## src/hdl/pacc_pkg.sv

```systemverilog
package pacc_pkg;

  localparam int unsigned IDX_W  = 12;
  localparam int unsigned PIX_N  = 1 << IDX_W;
  localparam int unsigned CNT_W  = 13;
  localparam int unsigned CFG_W  = 13;
  localparam int unsigned CIDX_W = 2;
  localparam int unsigned ACC_W  = 24;
  localparam int unsigned CH_W   = 16;
  localparam int unsigned INV_W  = 24;
  localparam int unsigned LANES  = 4;

  localparam logic [CNT_W-1:0] MAX_PIXELS   = CNT_W'(4096);
  localparam logic [CNT_W-1:0] SAMPLE_LIMIT = CNT_W'(4096);

  localparam logic [CFG_W-1:0] MAX_SAMPLES_RST = CFG_W'(16);
  localparam logic [CFG_W-1:0] PIXEL_COUNT_RST = CFG_W'(4096);

  // register indexes
  localparam logic [CIDX_W-1:0] REG_ACC_ENABLE  = CIDX_W'(0);
  localparam logic [CIDX_W-1:0] REG_MAX_SAMPLES = CIDX_W'(1);
  localparam logic [CIDX_W-1:0] REG_PIXEL_COUNT = CIDX_W'(2);

  // word kinds
  localparam logic KIND_PIXEL   = 1'b0;
  localparam logic KIND_RESTART = 1'b1;

  typedef enum logic [1:0] {
    MODE_PASS,
    MODE_COPY,
    MODE_BLEND
  } pacc_mode_e;

  typedef struct packed {
    logic                   kind;
    logic [IDX_W-1:0]       px_idx;
    logic signed [CH_W-1:0] red_in;
    logic signed [CH_W-1:0] green_in;
    logic signed [CH_W-1:0] blue_in;
    logic signed [CH_W-1:0] alpha_in;
    logic                   frame_end;
  } pacc_in_t;

  typedef struct packed {
    logic [7:0] red_out;
    logic [7:0] green_out;
    logic [7:0] blue_out;
    logic [7:0] alpha_out;
    logic       last_pixel;
  } pacc_out_t;

  typedef struct packed {
    logic       load;
    logic       mul;
    logic       wb;
    pacc_mode_e mode;
  } pacc_ctl_t;

endpackage

```

## src/hdl/pacc_recip.sv

```systemverilog
module pacc_recip
  import pacc_pkg::*;
(
  input  logic             clk_i,
  input  logic             rst_ni,
  input  logic             start_i,
  input  logic [CNT_W-1:0] divisor_i,
  output logic             busy_o,
  output logic [INV_W-1:0] inv_o
);

  // restoring divider, one quotient bit a cycle over a 25 bit numerator
  localparam int unsigned NUM_W = INV_W + 1;

  logic                       busy_q;
  logic [4:0]                 cnt_q;
  logic [CNT_W-1:0]           rem_q;
  logic [CNT_W-1:0]           dvs_q;
  logic [NUM_W-1:0]           sh_q;
  logic [INV_W-1:0]           inv_q;
  logic [CNT_W:0]             trial;
  logic [CNT_W:0]             diff;
  logic                       qbit;
  logic [NUM_W-1:0]           sh_d;

  always_comb begin
    trial = {rem_q, sh_q[NUM_W-1]};
    diff  = trial - {1'b0, dvs_q};
    qbit  = (trial >= {1'b0, dvs_q});
    sh_d  = {sh_q[NUM_W-2:0], qbit};
  end

  always_ff @(posedge clk_i or negedge rst_ni) begin
    if (!rst_ni) begin
      busy_q <= 1'b0;
      cnt_q  <= '0;
    end else if (start_i) begin
      busy_q <= 1'b1;
      cnt_q  <= '0;
    end else if (busy_q) begin
      cnt_q <= cnt_q + 5'd1;
      if (cnt_q == 5'(NUM_W - 1)) begin
        busy_q <= 1'b0;
      end
    end
  end

  always_ff @(posedge clk_i) begin
    if (start_i) begin
      // numerator 2^24 + n1/2
      sh_q  <= {1'b1, {(NUM_W-1){1'b0}}} | NUM_W'(divisor_i[CNT_W-1:1]);
      rem_q <= '0;
      dvs_q <= divisor_i;
    end else if (busy_q) begin
      sh_q  <= sh_d;
      rem_q <= qbit ? diff[CNT_W-1:0] : trial[CNT_W-1:0];
      if (cnt_q == 5'(NUM_W - 1)) begin
        inv_q <= sh_d[INV_W-1:0];
      end
    end
  end

  assign busy_o = busy_q;
  assign inv_o  = inv_q;

endmodule

```

## config.mk

```make
export PLATFORM = sky130hd
export DESIGN_NAME = pacc_recip
export DESIGN_NICKNAME = d
export VERILOG_FILES = /design/src/hdl/pacc_pkg.sv /design/src/hdl/pacc_recip.sv
export SDC_FILE = /design/constraint.sdc
export NUM_CORES = 1
export LEC_CHECK = 0
export BUFFER_PORTS_ARGS = -buffer_cell sky130_fd_sc_hd__clkbuf_2
export CAP_MARGIN = 10
export CORE_MARGIN = 2
export CORE_UTILIZATION = 60
export CTS_BUF_LIST = sky130_fd_sc_hd__clkbuf_8
export DETAILED_ROUTE_END_ITERATION = 7
export PLACE_DENSITY = 0.82
export SETUP_SLACK_MARGIN = 0.4
export SLEW_MARGIN = 10
export SYNTH_ARGS = -nofsm -noshare
export SYNTH_HDL_FRONTEND = slang
export SYNTH_SLANG_ARGS = --single-unit
```

## constraint.sdc

```tcl
create_clock -name clk_i -period 2.9 [get_ports clk_i]
set_clock_uncertainty 0.15 [all_clocks]
set_input_delay 0.29 -clock clk_i [delete_from_list [all_inputs] [get_ports clk_i]]
set_output_delay 0.29 -clock clk_i [all_outputs]
set_load 0.01 [all_outputs]
```

# Word level (Yosys, flattened, before mapping)
# Index checks and enable logic that the tools add are counted.
# totals
register_bits	81
wordCells	22
# classes
addsub	2
n_reduce_logical	2
magnitude_cmp	1
bitwise	1
eq_ne	1
muxes	8
# ops
op	n
2-to-1 mux 12 bit	2
greater-or-equal comparator 14 x 13 -> 1 bit	1
2-to-1 mux 13 bit	1
subtractor 13 bit	1
2-to-1 mux 5 bit	2
adder 5 x 1 -> 5 bit (second input constant)	1
equality test 5 bit (second input constant)	1
2-to-1 mux 1 bit	3
AND reduction 3 bit	1
nonzero test 2 bit	1
inverter 1 bit	1

# Logic depth before layout (Yosys ltp)
# depth
depth_word	4
depth_mapped	12
mapped_depth_nobuf	11

# Worst setup path before layout
# Ideal clock, no wire load.
# synth_path
kind	register to register
from	register sh_q[24]
to	register sh_q[0], data pin
setup_slack_ns	0.256
path_buffers	1
setup_time_ns	0.260
arrival_time_ns	2.235
stages_incl_launch_ff	12
required_time_ns	2.490
cell_sequence	dfxtp_1 -> inv_1 -> ha_1 -> inv_1 -> fa_1 -> a21o_1 -> a221oi_2 -> o211ai_2 -> a41oi_2 -> inv_2 -> buf_6 -> mux2_2
# synth_between
elab_chain_cells	3
# synth_lines
element	line_no	text
start: declaration	pacc_recip.sv:19	logic [NUM_W-1:0] sh_q;
start signal: assignment	pacc_recip.sv:51	sh_q <= {1'b1, {(NUM_W-1){1'b0}}} | NUM_W'(divisor_i[CNT_W-1:1]);
greater-or-equal comparator 14 x 13 -> 1 bit	pacc_recip.sv:29	qbit = (trial >= {1'b0, dvs_q});
via qbit	pacc_recip.sv:23	logic qbit;
2-to-1 mux 12 bit	pacc_recip.sv:54	end else if (busy_q) begin
2-to-1 mux 12 bit	pacc_recip.sv:49	if (start_i) begin
# The timed path passes the listed nets, and every way through them passes these cells. The select of a mux whose other input is x is not followed.
# A chain may end at the register's enable or synchronous reset.

# Worst setup path after layout
# layout_path
from	register dvs_q[0]
to	register sh_q[0], data pin
# layout_between
elab_chain_cells	3
# layout_lines
element	line_no	text
start: declaration	pacc_recip.sv:18	logic [CNT_W-1:0] dvs_q;
start signal: assignment	pacc_recip.sv:53	dvs_q <= divisor_i;
greater-or-equal comparator 14 x 13 -> 1 bit	pacc_recip.sv:29	
2-to-1 mux 12 bit	pacc_recip.sv:54	
2-to-1 mux 12 bit	pacc_recip.sv:49	
# No other way between the ends. The select of a mux whose other input is x is not followed.

==> results.py <==
metrics = {
    "run_status": {
        "status": "completed",
    },
    "routing": {
        "route.vias.total": 2464,
        "routed-wl-met2_microns": 3670,
        "drc": 0,
        "violation_count_after_the_first_detailed_routing_iteration": 234,
        "average_vias_per_placed_instance": 5.66,
        "detail_route.first_pass.iterations": 4,
        "detail_route.wirelength_microns": 7510,
        "wl_met3_microns": 299,
        "avgRoutedWirePerCell_microns": 17.3,
        "detail_route.wirelength.met1_microns": 3430,
        "top_layer": "met4",
        "drt.antenna.violating_nets": 0,
    },
    "floorplan": {
        "floorplan.initialDensity": 0.620,
        "coreArea_sq_um": 5920,
        "chipHeight_microns": 82.2,
        "ioPinCount": 41,
        "chipWidth_microns": 82.2,
        "floorplan.rows": 28,
        "die_area_sq_um": 6760,
    },
    "final_layout": {
        "finalNetCount": 387,
        "n_antenna_cell": 0,
        "layout.area.seq_sq_um": 2140,
        "fraction_of_layout_instances_using_a_drive_strength_above_1": 0.267,
        "final.fill_count": 362,
        "relative_area_change_from_synthesis_to_final_layout_pct": 18.3,
        "multi_input_comb_area_sq_um": 1440,
    },
    "logic_synthesis": {
        "synthesis.area_per_instance_sq_um": 12.4,
        "synthesized_cell_area_sq_um": 3670,
        "netlist-cell-type-count": 50,
        "synth.net_count": 329,
        "synth_edf_count": 49,
        "yosys_register_bits": 81,
        "synth_compound_gate_area_share": 0.0941,
        "post_synth_fa_ha_maj_area_fraction": 0.0566,
        "synth_simple_gate_area_share": 0.0989,
        "synth_top_flop_cell": "edfxtp_1",
        "async_s_r_ff_share_synth": 0.0741,
        "combinational_family_with_the_most_area_after_synthesis": "simple AND/OR/NAND/NOR gates",
        "yosys_warnings": 0,
        "yosys.area_share.xor_xnor": 0.0310,
        "synth_sequential_area_ratio": 0.584,
        "synthMuxAreaShare": 0.0941,
        "netlist_instances": 297,
    },
    "power": {
        "design_power_total_uw": 3240,
        "power_density_nw_per_um2": 745,
        "power.static_leakage_uw": 0.00184,
        "vdd_ir_max_mv": 0.514,
    },
    "timing": {
        "fin_setup_tns_ns": 0,
        "worstMarginPinSlew_ns": 0.599,
        "period_needed_ns": 2.64,
        "final-hold-violation-count": 0,
        "maxSlewHeadroom": 0.601,
        "setup-violations-final": 0,
        "max_frequency_mhz": 379,
        "rsz0062_at_grt": "yes",
        "post-route-period-util": 0.910,
        "timing_max_transition_violations_final": 0,
    },
    "clocking": {
        "htreeDepth": 3,
        "clk_latency_ns": 0.35,
        "worst_setup_hold_path_clk_slew_ns": 0.09,
        "maximum_clock_path_buffer_count": 2,
        "clock_tree_from_tritoncts": "done",
        "cts_root_buf": "clkbuf_8",
        "cts_inserted_buffers": 9,
        "tritoncts_num_sinks": 81,
    },
    "worst_setup_path": {
        "critPathArrivalTime_ns": 2.60,
        "end_kind": "flop",
        "regToRegSetupSlack_ns": 0.26,
        "worst_setup_path_startpoint": "dvs_q[0]",
        "worst_setup_path_start_kind": "flop",
        "timing.critical_path.required_ns": 2.86,
        "regToRegStartpoint": "dvs_q[0]",
        "crit_type": "flop to flop",
        "crit_path_max_fanout": 11,
    },
    "grt": {
        "number_of_antenna_violations_at_the_first_check_in_global_routing": 0,
        "grt_max_degree": 55,
        "gr-total-overflow": 0,
        "grt_use_total": 0.238,
        "grt_pass1_wl_microns": 11900,
        "via_count_of_the_first_global_routing_pass": 2499,
    },
    "job": {
        "max_cap_viol_count": 0,
    },
    "placement": {
        "place.gp.congestion": 0.945,
        "dp_hpwl_microns": 4530,
        "place.port_buffers": 40,
    },
    "min_path": {
        "timing.hold.worst.class": "input pin to asynchronous set/reset pin",
    },
}
-- final cells by class --
type                       count  share of cell area
multi-input combinational    180               0.331
tap                           75              0.0216
inverter                      21              0.0187
clock inverter                 7              0.0124
timing repair buffer          62              0.0939
sequential                    81               0.494
clock buffer                   9              0.0285
-- synthesized netlist by cell type (3+ instances only) --
cell type  count  area, sq um
a211oi_1       7         52.6
a21o_1         4         30.0
a21oi_1        8         40.0
clkbuf_1       9         33.8
dfrtp_1        6          150
dfxtp_1       26          521
edfxtp_1      49         1470
ha_1          15          188
inv_1         19         71.3
mux2_2        12          135
mux2i_1       21          210
nand2_1       12         45.0
nand2b_1       6         37.5
nand3_1        3         15.0
nand4_1        5         31.3
nor2_1        34          128
o211ai_1       5         37.5
o31ai_1        3         22.5
xnor2_1        8         70.1
xor2_1         5         43.8
-- final timing paths --
path,to,cells after the start
max in group asynchronous,cnt_q[2],2
setup reg to reg,sh_q[0],9
min in group clk_i,busy_o,3
hold / removal,cnt_q[1],2
hold reg to reg,inv_o[6],0
setup / recovery,sh_q[0],9
-- per-stage QoR --
step,hold slack (ns),setup WS (ns),instance area [sq um],std cells,utilization
2_1_floorplan,-0.156,0.348,3670,297,-
6_report,0.167,0.261,4340,435,0.734
4_1_cts,0.144,0.280,4300,434,0.726
5_1_grt,0.165,0.205,4340,435,0.734
3_5_place_dp,-0.0126,0.239,3930,401,0.663
3_3_place_gp,-0.0163,0.322,3930,401,0.663
-- cells in the final DEF, fill, tap and decap left out, types with 7 or more instances in the layout --
| cell | n |
|---|---|
| a211oi_1 | 7 |
| clkbuf_8 | 9 |
| inv_1 | 17 |
| clkbuf_2 | 40 |
| mux2_2 | 12 |
| nor2_1 | 33 |
| nand2_1 | 11 |
| a21oi_1 | 8 |
| mux2i_1 | 21 |
| dlygate4sd3_1 | 14 |
| xnor2_1 | 8 |
| dfxtp_1 | 25 |
| ha_1 | 13 |
| edfxtp_1 | 49 |
-- logic make-up after synthesis --
kind of cell | count (synthesis)
flip-flops | 81
AND/OR/NAND/NOR | 74
AO/OA/AOI/OAI | 44
multiplexers | 33
adder cells (fa/ha/maj) | 16
XOR/XNOR | 13
buffers and inverters | 36
-- power breakdown --
part	internal (uW)	total, uW	leakage, uW	switching (uW)
combinational	487	1050	0.000991	562
sequential	1350	1440	0.000762	98.4
clock	316	743	0.0000822	427
total	2150	3240	0.00184	1090
-- worst max-delay path, cell delays in order (launching register included) --
cell	delay, ns
edfxtp_1	0.41
ha_4	0.15
inv_2	0.04
fa_2	0.35
a21o_1	0.21
a221oi_4	0.30
o211ai_2	0.13
a41oi_4	0.26
inv_4	0.14
mux2_2	0.28
-- timing repair --
action,4_1_cts,5_1_grt
endpoints found under the hold margin,19,0
pin swaps,1,1
gates cloned,1,0
buffers inserted,2,1
endpoints found under the setup margin,14,14
resized for setup,9,7
hold buffers,14,0
-- routing by layer --
| layer | vias to the layer above | GRT usage |
|---|---|---|
| li1 | 1192 | - |
| met5 | - | 0 |
| met3 | 12 | 0.0424 |
| met4 | 0 | 0.107 |
| met1 | 1200 | 0.329 |
| met2 | 60 | 0.369 |
-- flip-flops by register name (all words and copies together) (netlist names) --
signal,cells
rem_q,13
sh_q,25
dvs_q,13
cnt_q,5
inv_o,24
busy_o,1
(Power assumes the default switching activity.)
